<file path="config.mk">
export PLATFORM = sky130hd
export DESIGN_NAME = wsts_ctrl
export DESIGN_NICKNAME = d
export VERILOG_FILES = /design/src/hw/rtl/wsts_pkg.sv /design/src/hw/rtl/wsts_ctrl.sv
export SDC_FILE = /design/constraint.sdc
export NUM_CORES = 1
export LEC_CHECK = 0
export BUFFER_PORTS_ARGS = -buffer_cell sky130_fd_sc_hd__buf_2
export CAP_MARGIN = 20
export CORE_MARGIN = 1.5
export CORE_UTILIZATION = 35
export CTS_CLUSTER_SIZE = 10
export DETAILED_ROUTE_END_ITERATION = 10
export MAX_ROUTING_LAYER = met4
export PLACE_DENSITY = 0.63
export SYNTH_ARGS = -nofsm -noshare
export SYNTH_HDL_FRONTEND = slang
export SYNTH_SLANG_ARGS = --single-unit
</file>
<file path="constraint.sdc">
create_clock -name clock -period 1.6 [get_ports clock]
set_clock_uncertainty 0.1 [all_clocks]
set_input_delay 0.16 -clock clock [delete_from_list [all_inputs] [get_ports clock]]
set_output_delay 0.16 -clock clock [all_outputs]
set_load 0.01 [all_outputs]
</file>
<file path="src/hw/rtl/wsts_pkg.sv">
// Package for the weighted server task scheduler: widths, word types, command structs.
// No dependencies.
`timescale 1ns / 1ps
`default_nettype none
package wsts_pkg;
   localparam int MaxServersDef = 64;
   localparam int WeightBitsDef = 20;
   localparam int TimeBitsDef   = 48;
   localparam int SlotBits      = 6;
   localparam int DurBits       = 20;
   localparam int WeightInBits  = 20;

   localparam logic OP_LOAD = 1'b0;
   localparam logic OP_TASK = 1'b1;

   typedef struct packed {
      logic                    op;
      logic [SlotBits-1:0]     server_slot;
      logic [WeightInBits-1:0] server_weight;
      logic [DurBits-1:0]      duration;
   } req_word_type;

   typedef struct packed {
      logic [SlotBits-1:0] assigned_server;
      logic                no_server;
   } rsp_word_type;

   // controller to datapath
   typedef struct packed {
      logic load;       // capture request word
      logic push_load;  // push loaded server into free pool
      logic lift;       // lift now_time, advance task_number
      logic rel_start;  // reset busy scan index
      logic rel_step;   // examine one busy entry
      logic min_start;  // reset earliest-release scan
      logic min_step;   // examine one busy entry for earliest
      logic jump;       // now_time = earliest
      logic best_start; // reset free scan
      logic best_step;  // examine one free entry
      logic take;       // remove best, make busy, form result
   } cmd_type;

   // datapath to controller
   typedef struct packed {
      logic is_task;
      logic pool_empty;
      logic free_empty;
      logic rel_done;
      logic min_done;
      logic best_done;
      logic rd_ready;   // store read registers match current state
   } sts_type;
endpackage
`default_nettype wire

</file>
<file path="src/hw/rtl/wsts_ctrl.sv">
// Controller state machine sequencing load, release, jump and selection.
// Depends on wsts_pkg.
`timescale 1ns / 1ps
`default_nettype none
module wsts_ctrl (
   input  wire                 clock,
   input  wire                 reset,
   input  wire                 req_valid,
   output logic                req_stall,
   output logic                rsp_valid,
   input  wire                 rsp_stall,
   input  wsts_pkg::sts_type   sts,
   output wsts_pkg::cmd_type   cmd
);
   typedef enum logic [7:0] {
      S_IDLE = 8'b0000_0001, S_DEC  = 8'b0000_0010, S_REL  = 8'b0000_0100,
      S_MIN  = 8'b0000_1000, S_REL2 = 8'b0001_0000, S_BEST = 8'b0010_0000,
      S_TAKE = 8'b0100_0000, S_OUT  = 8'b1000_0000
   } state_type;
   state_type state_ff, state_in;

   assign req_stall = state_ff != S_IDLE;
   assign rsp_valid = state_ff == S_OUT;

   // next state and commands; scan states wait for fresh store reads
   always_comb begin
      state_in = state_ff;
      cmd = '0;
      case (state_ff)
         S_IDLE: if (req_valid) begin cmd.load = 1'b1; state_in = S_DEC; end
         S_DEC: begin
            if (!sts.is_task) begin cmd.push_load = 1'b1; state_in = S_IDLE; end
            else begin
               cmd.lift = 1'b1; cmd.rel_start = 1'b1;
               state_in = sts.pool_empty ? S_OUT : S_REL;
            end
         end
         S_REL: if (sts.rd_ready) begin
            if (sts.rel_done) begin
               if (sts.free_empty) begin cmd.min_start = 1'b1; state_in = S_MIN; end
               else begin cmd.best_start = 1'b1; state_in = S_BEST; end
            end else cmd.rel_step = 1'b1;
         end
         S_MIN: if (sts.rd_ready) begin
            if (sts.min_done) begin
               cmd.jump = 1'b1; cmd.rel_start = 1'b1; state_in = S_REL2;
            end else cmd.min_step = 1'b1;
         end
         S_REL2: if (sts.rd_ready) begin
            if (sts.rel_done) begin
               cmd.best_start = 1'b1; state_in = S_BEST;
            end else cmd.rel_step = 1'b1;
         end
         S_BEST: if (sts.rd_ready) begin
            if (sts.best_done) state_in = S_TAKE; else cmd.best_step = 1'b1;
         end
         S_TAKE: if (sts.rd_ready) begin cmd.take = 1'b1; state_in = S_OUT; end
         S_OUT: if (!rsp_stall) state_in = S_IDLE;
         default: state_in = S_IDLE;
      endcase
   end

   always_ff @(posedge clock) begin
      if (reset) state_ff <= S_IDLE;
      else       state_ff <= state_in;
   end

   a_out_hold: assert property (@(posedge clock) disable iff (reset)
      (rsp_valid && rsp_stall) |=> rsp_valid) else $error("result dropped");
   a_one_cmd: assert property (@(posedge clock) disable iff (reset)
      $onehot0({cmd.rel_step, cmd.min_step, cmd.best_step, cmd.take}))
      else $error("conflicting commands");
   a_busy_stall: assert property (@(posedge clock) disable iff (reset)
      rsp_valid |-> req_stall) else $error("accept while result pending");
endmodule
`default_nettype wire

</file>
== Word level (Yosys, flattened, before mapping) ==
Cells that the tools add are included.
Storage, ports and cells
  register bits: 8
  bits in latches: 0
  memory bits (writable): 0
  ROM bits: 0
  input port bits: 11
  logic and storage cells: 66
  memories kept: 0
Cells by class
  add/subtract/negate cells: 0
  multipliers: 0
  divide/modulo/power cells: 0
  order comparisons: 0
  equal/unequal tests: 20
  shift-type cells: 0
  mux-type cells: 44
  bitwise operators: 0
  reduce and logical (&&, ||, !) cells: 1
Operator list (number)
  8-bit 2-to-1 mux: 13
  8-bit case mux with 8 select lines: 1
  2-bit inequality test (second input constant): 11
  1-bit 2-to-1 mux: 21
  11-bit AND reduction: 1
  2-bit 2-to-1 mux: 5
  8-bit by 1-bit equality test with 1-bit output (second input constant): 1
  8-bit by 2-bit equality test with 1-bit output (second input constant): 1
  8-bit by 3-bit equality test with 1-bit output (second input constant): 1
  8-bit by 4-bit equality test with 1-bit output (second input constant): 1
  8-bit by 5-bit equality test with 1-bit output (second input constant): 1
  8-bit by 6-bit equality test with 1-bit output (second input constant): 1
  8-bit by 7-bit equality test with 1-bit output (second input constant): 1
  8-bit equality test (second input constant): 1
  8-bit by 1-bit inequality test with 1-bit output (second input constant): 1
  6-bit 2-to-1 mux: 1
  1-bit case mux with 2 select lines: 3

== Longest topological paths before layout ==
Gate-level depths: netlist (run 1).
  depth in word-level cells: 4
  mapped depth: 6
  mapped depth without buffers: 5

== Worst setup path before layout (run 1) ==
No wires, ideal clock.
  path kind: register to register
  start point: reg state_ff[6]
  end point: reg state_ff[7]
  library setup time: 0.070 ns
  data arrival time: 1.727 ns
  data required time: 1.430 ns
  setup slack: -0.297 ns
  stages on the path, launching flop included: 7
  buffers on the path: 1
  path through: dfxtp_1 buf_6 or4_4 nor4_4 a32oi_1 or3_1 a21oi_1
On the way
  cells in the longest elaborated chain, start to end: 3
Ends and longest elaborated chain
  start, declared: line wsts_ctrl.sv:20  | state_type state_ff, state_in;
  start signal, assigned: line wsts_ctrl.sv:65  | else state_ff <= state_in;
  8-bit by 3-bit equality test with 1-bit output (tied with other cells): line wsts_ctrl.sv:29  | case (state_ff)
  2-bit inequality test (no source line)
  11-bit AND reduction (no source line)
Several ways; a longest one is shown, not always the timed one.
A chain may end at the register's enable or synchronous reset.

==> flow_summary.toml, run 1 <==
[final_layout]
post-route-util = 0.771
num_antenna_cells = 0
flow.area_growth_from_synthesis_pct = 109
design.final.nets = 178
largest_register_ffs = 8
regs_by_ff_count = "state_ff (8)"
fillers = 132
drive_gt1_frac = 0.703
postLayoutCellArea_um2 = 1500
registers.top_by_ff_count = "state_ff"

[hold_path]
worst_hold_startpoint = "reset"
hold_path_depth = 2
min_to = "state_ff[4]"
hold_class = "in2reg"

[detailed_routing]
first_iter_violations = 44
viasPerCell = 5.85
drt-pass1-iter-count = 4
wl_per_cell_um = 18.1
detail-route-antenna-nets = 0
drc = 0
via_count = 1123
routed_wl_um = 3470

[grt]
globalRouteOverflowTotal = 0
antenna_found_initial = 0
grt_usage = 0.294
grt_start_max_net_pins = 10
first_pass_grt_wire_length_um = 4510
first_global_vias = 939

[timing]
rsz0062_at_grt = "yes"
tmin_final_ps = 2100
slew_viol_final = 0
min_period_over_period = 1.31
worst-slew-pin-transition_ps = 378
hold_violations = 0
max_slew_margin = 0.747
fmaxAchievable_mhz = 475
final_critical_path_setup_slack_ps = -504
report.final.setup_viol = 21

[critical_path]
worst_ep_arrival_time_ps = 1840
reg2reg_setup_slack_ps = -410
critPathMaxFanout = 3
crit-reg2reg-launch = "state_ff[7]"
worstSetupStartpointType = "flop"
critPathTopFamily = "simple AND/OR/NAND/NOR gates"
crit_path_end_kind = "output port"
worst_path_largest_cell_delay_ps = 590
ff2ff_path_depth = 7
path_buf_inv = 2
worst_setup_path_class = "reg2out"
slowest_cell_on_the_critical_path = "or4_4"
regToRegEndpoint = "state_ff[4]"
timing.critical_path.required_ps = 1340
worstPathCellList = "or4_4 > nor3_4 > nand3_2 > buf_4 > nor2_2 > buf_2"

[power_and_ir_drop]
power_per_standard_cell_area_nw_per_um2 = 720
finalPower_mw = 1.08
power.ir.vdd_worst_mv = 0.457
p_leak_nw = 0.654

[yosys]
post_synth.cell_area_avg_um2 = 7.22
post_synth_num_cell_types = 36
synth_top_cells_by_area = "dfxtp_1, o21ai_0, nor4_4, nor2_1, a21oi_1"
synth_nets = 110
mappedNetlistArea_um2 = 714
synth.yosys.warnings = 0
area_share_of_the_largest_cell_type_after_synthesis = 0.224
postSynthCellCount = 99
yosysTopAreaCell = "dfxtp_1"
yosysSeqAreaShare = 0.224
synthesized_flop_and_latch_total = 8

[placement]
place_area_um2 = 1040
place_hpwl_um = 1710
buffers_added_on_ports = 23
gp_congestion = 0.812

[clocking]
cts_sinks = 8
clockBufferDepth = 2
cts.root.buffer_cell = "clkbuf_4"
cts_hold_buffers = 0
worst_setup_hold_path_clk_slew_ps = 70
tritoncts.num_buffers = 3
clk-insertion-delay-late_ps = 270
cts_tree = "yes"
cts.htree.levels = 1

[die]
die_w_um = 48.2
initial_utilization = 0.368
design.die.area_um2 = 2320
rows = 16
num_io_pins = 24
fp.dieH_um = 48.2
floorplan_core_area_um2 = 1940

[outcome]
result_of_the_run = "finished, violations left"
failed_checks = "negative setup slack"

[run]
max_cap_violations = 0
-- per-stage QoR --
step | hold WS, ps | setup WS, ps | instances | setup TNS, ps
after floorplan | 230 | -228 | 99 | -1060
after global placement | 357 | -269 | 165 | -2560
after detailed placement | 366 | -293 | 165 | -2840
after CTS | 81.0 | -482 | 185 | -5580
after global routing | 108 | -543 | 192 | -7690
final | 91.7 | -504 | 192 | -6390
-- Yosys cell counts --
| master | n |
|---|---|
| nor2_1 | 11 |
| o21ai_0 | 9 |
| dfxtp_1 | 8 |
| nand2_1 | 8 |
| a21oi_1 | 7 |
| nor2b_1 | 5 |
| or3_1 | 4 |
| inv_1 | 3 |
| nand3_1 | 3 |
| nor3_1 | 3 |
| nor3b_1 | 3 |
| or2_2 | 3 |
| and3_1 | 2 |
| buf_2 | 2 |
| clkbuf_1 | 2 |
| nand3b_1 | 2 |
| nand4_1 | 2 |
| nor4_1 | 2 |
| nor4_4 | 2 |
| xor2_1 | 2 |
| a32oi_1 | 1 |
| and2_1 | 1 |
| and4_2 | 1 |
| buf_4 | 1 |
| buf_6 | 1 |
| nand2b_1 | 1 |
| nand4b_1 | 1 |
| o2111ai_1 | 1 |
| o211ai_1 | 1 |
| o21bai_1 | 1 |
| o22ai_1 | 1 |
| o31ai_1 | 1 |
| or2b_1 | 1 |
| or4_4 | 1 |
| or4b_1 | 1 |
| xnor2_1 | 1 |
-- logic make-up (layout without fill, tap and decap cells) --
| kind of cell | Yosys count | in the layout | synth area share |
|---|---|---|---|
| AOI/OAI and AO/OA | 22 | 24 | 0.177 |
| xor gates and xnor gates | 3 | 3 | 0.0368 |
| buffers and inverters | 9 | 73 | 0.0666 |
| DFF | 8 | 8 | 0.224 |
| and+or+nand+nor | 57 | 57 | 0.496 |
-- area by class of cell --
type,instances,area [µm²],share of cell area
multi-input cells,84,741,0.495
repair buffers,67,510,0.341
flip-flops and latches,8,178,0.119
inverters,3,11.3,0.00753
clock buffers,3,22.5,0.0151
well taps,27,33.8,0.0226
-- worst max path at each step --
stage	startpoint	endpoint	cells after the start
6_report	state_ff[7]	cmd[4]	6
5_1_grt	state_ff[7]	cmd[4]	6
4_1_cts	state_ff[4]	cmd[7]	6
3_5_place_dp	state_ff[7]	cmd[7]	6
3_3_place_gp	state_ff[7]	cmd[7]	6
2_1_floorplan	state_ff[6]	state_ff[7]	6
-- metal layers --
layer  vias up  global-route usage  part of all wire
li1        499                   -                 -
met1       539               0.356              0.38
met2        70               0.466              0.50
met3        15              0.0667             0.076
met4         0               0.119             0.043
met5         -                   -                 0
-- layout by cell type (no fill, tap or decap), drive strengths merged --
cell type,n
o31ai,1
o2111ai,2
nand3,3
or3,4
a21oi,7
nor3b,3
nand2b,1
or2,3
a32oi,1
and3,2
nand4,2
clkbuf,3
nand3b,2
nor4,4
or4,1
nor2b,5
o22ai,2
nor3,3
o21ai,9
or4b,1
nand2,8
inv,3
or2b,1
dfxtp,8
and4,1
xnor2,1
o211ai,1
nor2,11
o21bai,1
and2,1
buf,67
xor2,2
nand4b,1
-- repair_timing --
item | in CTS | in global routing
gates resized for setup | 38 | 23
gates cloned | 2 | 0
setup buffers | 16 | 8
setup endpoints to repair | 21 | 21
endpoints found under the hold margin | 0 | 0
pin swaps | 29 | 17
-- worst register-to-register path, cell delays in order (launching register included) --
cell and delay [ps]:
dfxtp_4 350, or4_4 590, nor3_4 170, buf_4 150, buf_4 90, nand2_1 40, or3_1 330, a21oi_2 120
-- power breakdown --
part	internal (mW)	switching, mW	total, mW
clock network	0.0870	0.0875	0.174
registers	0.222	0.0396	0.262
logic	0.331	0.309	0.640
Note: power is estimated with default switching activity, not from simulation.
==> inputs of run 2 (changes only) <==
--- a/config.mk
+++ b/config.mk
@@ -7,12 +7,13 @@
 export LEC_CHECK = 0
 export BUFFER_PORTS_ARGS = -buffer_cell sky130_fd_sc_hd__buf_2
 export CAP_MARGIN = 20
-export CORE_MARGIN = 1.5
-export CORE_UTILIZATION = 35
+export CELL_PAD_IN_SITES_DETAIL_PLACEMENT = 1
+export CELL_PAD_IN_SITES_GLOBAL_PLACEMENT = 2
+export CORE_UTILIZATION = 23
 export CTS_CLUSTER_SIZE = 10
 export DETAILED_ROUTE_END_ITERATION = 10
 export MAX_ROUTING_LAYER = met4
-export PLACE_DENSITY = 0.63
+export PLACE_DENSITY = 0.74
 export SYNTH_ARGS = -nofsm -noshare
 export SYNTH_HDL_FRONTEND = slang
 export SYNTH_SLANG_ARGS = --single-unit
==> flow_summary.toml, run 2 (synthesis results as in run 1) <==
[timing]
worst-slew-pin-transition_ps = 400
min_period_over_period = 1.31
tns_ps = -6860
rsz0062_at_grt = "yes"
slew_viol_final = 0
max_slew_margin = 0.732
final_critical_path_setup_slack_ps = -492
minimum_hold_slack_ps = 60.6
tmin_final_ps = 2090
hold_violations = 0
fmaxAchievable_mhz = 478
report.final.setup_viol = 21

[power_and_ir_drop]
power_per_standard_cell_area_nw_per_um2 = 719
p_leak_nw = 0.628
power.ir.vdd_worst_mv = 0.404

[grt]
first_pass_grt_wire_length_um = 4770
first_global_vias = 955
grt_usage = 0.195
globalRouteOverflowTotal = 0
grt_start_max_net_pins = 11
antenna_found_initial = 0

[final_layout]
registers.top_by_ff_count = "state_ff"
layout.cells.most_common = "buf_4"
design.final.nets = 176
sequential_cell_area_um2 = 183
post-route-util = 0.523
layout_common_cells = "buf_4, buf_2, buf_6"
num_antenna_cells = 0
drive_gt1_frac = 0.706
fillers = 324
regs_by_ff_count = "state_ff (8)"
postLayoutCellArea_um2 = 1490
multi_input_area_um2 = 738
largest_register_ffs = 8
flow.area_growth_from_synthesis_pct = 109

[die]
fp.dieH_um = 57.7
die_w_um = 57.7
num_io_pins = 24
rows = 19
initial_utilization = 0.250
design.die.area_um2 = 3330
floorplan_core_area_um2 = 2850

[clocking]
clk-insertion-delay-late_ps = 270
clockBufferDepth = 2
cts.htree.levels = 1
cts.root.buffer_cell = "clkbuf_4"
worst_setup_hold_path_clk_slew_ps = 60
cts_tree = "yes"
cts_sinks = 8
tritoncts.num_buffers = 3

[critical_path]
critPathMaxFanout = 4
reg2reg_setup_slack_ps = -410
timing.critical_path.required_ps = 1340
crit_path_end_kind = "output port"
slowest_cell_on_the_critical_path = "or4_4"
worstSetupStartpointType = "flop"
regToRegEndpoint = "state_ff[1]"
worst_ep_arrival_time_ps = 1830
worst_setup_path_class = "reg2out"
crit-reg2reg-launch = "state_ff[4]"
worstPathCellList = "or4_4 > nor2_1 > nand3b_1 > nor2_2 > buf_2"
ff2ff_path_depth = 5
worst_path_largest_cell_delay_ps = 560

[detailed_routing]
detail-route-antenna-nets = 0
wl_per_cell_um = 19.0
routed_wl_um = 3690
viasPerCell = 5.33
first_iter_violations = 52
drt-pass1-iter-count = 7
via_count = 1034
drc = 3

[placement]
buffers_added_on_ports = 23
place_area_um2 = 1070
gp_congestion = 0.896
dp_slack_ps = -320
place_hpwl_um = 2310

[hold_path]
hold_class = "in2reg"
min_to = "state_ff[2]"
worst_hold_startpoint = "sts[5]"
hold_path_depth = 3

[run]
max_cap_violations = 0

[outcome]
result_of_the_run = "finished, violations left"
failed_checks = "design-rule violations, negative setup slack"
[run 2: worst max path at each step]
stage,to,startpoint,depth (start not counted),slack [ps]
finish,cmd[10],state_ff[4],5,-490
floorplan,state_ff[7],state_ff[6],6,-230
global placement,cmd[7],state_ff[7],6,-300
CTS,cmd[7],state_ff[2],6,-480
global route,cmd[10],state_ff[2],5,-550
detailed placement,state_ff[6],state_ff[1],5,-320
[run 2: critical path, delay by kind of cell (launching register included)]
kind	cells	cell delay, ps
buffers and inverters	1	140
AND/OR/NAND/NOR	4	1070
flip-flops	1	350
[run 2: final cells by class]
type                    instances  area share
well taps                      31      0.0260
multi-input cells              84       0.495
flip-flops and latches          8       0.122
inverters                       3     0.00755
repair buffers                 65       0.334
clock buffers                   3      0.0151
[run 2: what timing repair did]
action,4_1_cts,5_1_grt
gates cloned,1,1
pin swaps,7,17
hold buffers,0,0
endpoints found under the hold margin,0,0
resized for setup,26,38
setup buffers,7,11
setup endpoints to repair,21,21
[run 2: report_power, final]
group	total, mW	internal [mW]	switching, mW	leakage (nW)
sequential	0.270	0.220	0.0498	0.0696
clock	0.169	0.0867	0.0821	0.0138
combinational	0.633	0.325	0.308	0.544
total	1.07	0.631	0.440	0.628
[run 2: per-layer routing]
layer	GRT usage	part of all wire	routed length (µm)
met3	0.0290	0.036	132
met1	0.254	0.44	1630
met2	0.324	0.51	1900
met4	0.0408	0.0073	27
met5	-	0	0
[run 2: through the flow]
step / power [mW] / instances
floorplan: 0.531 / 99
global placement: 0.667 / 172
detailed placement: 0.682 / 172
CTS: 0.935 / 182
global route: 1.13 / 194
finish: 1.07 / 194
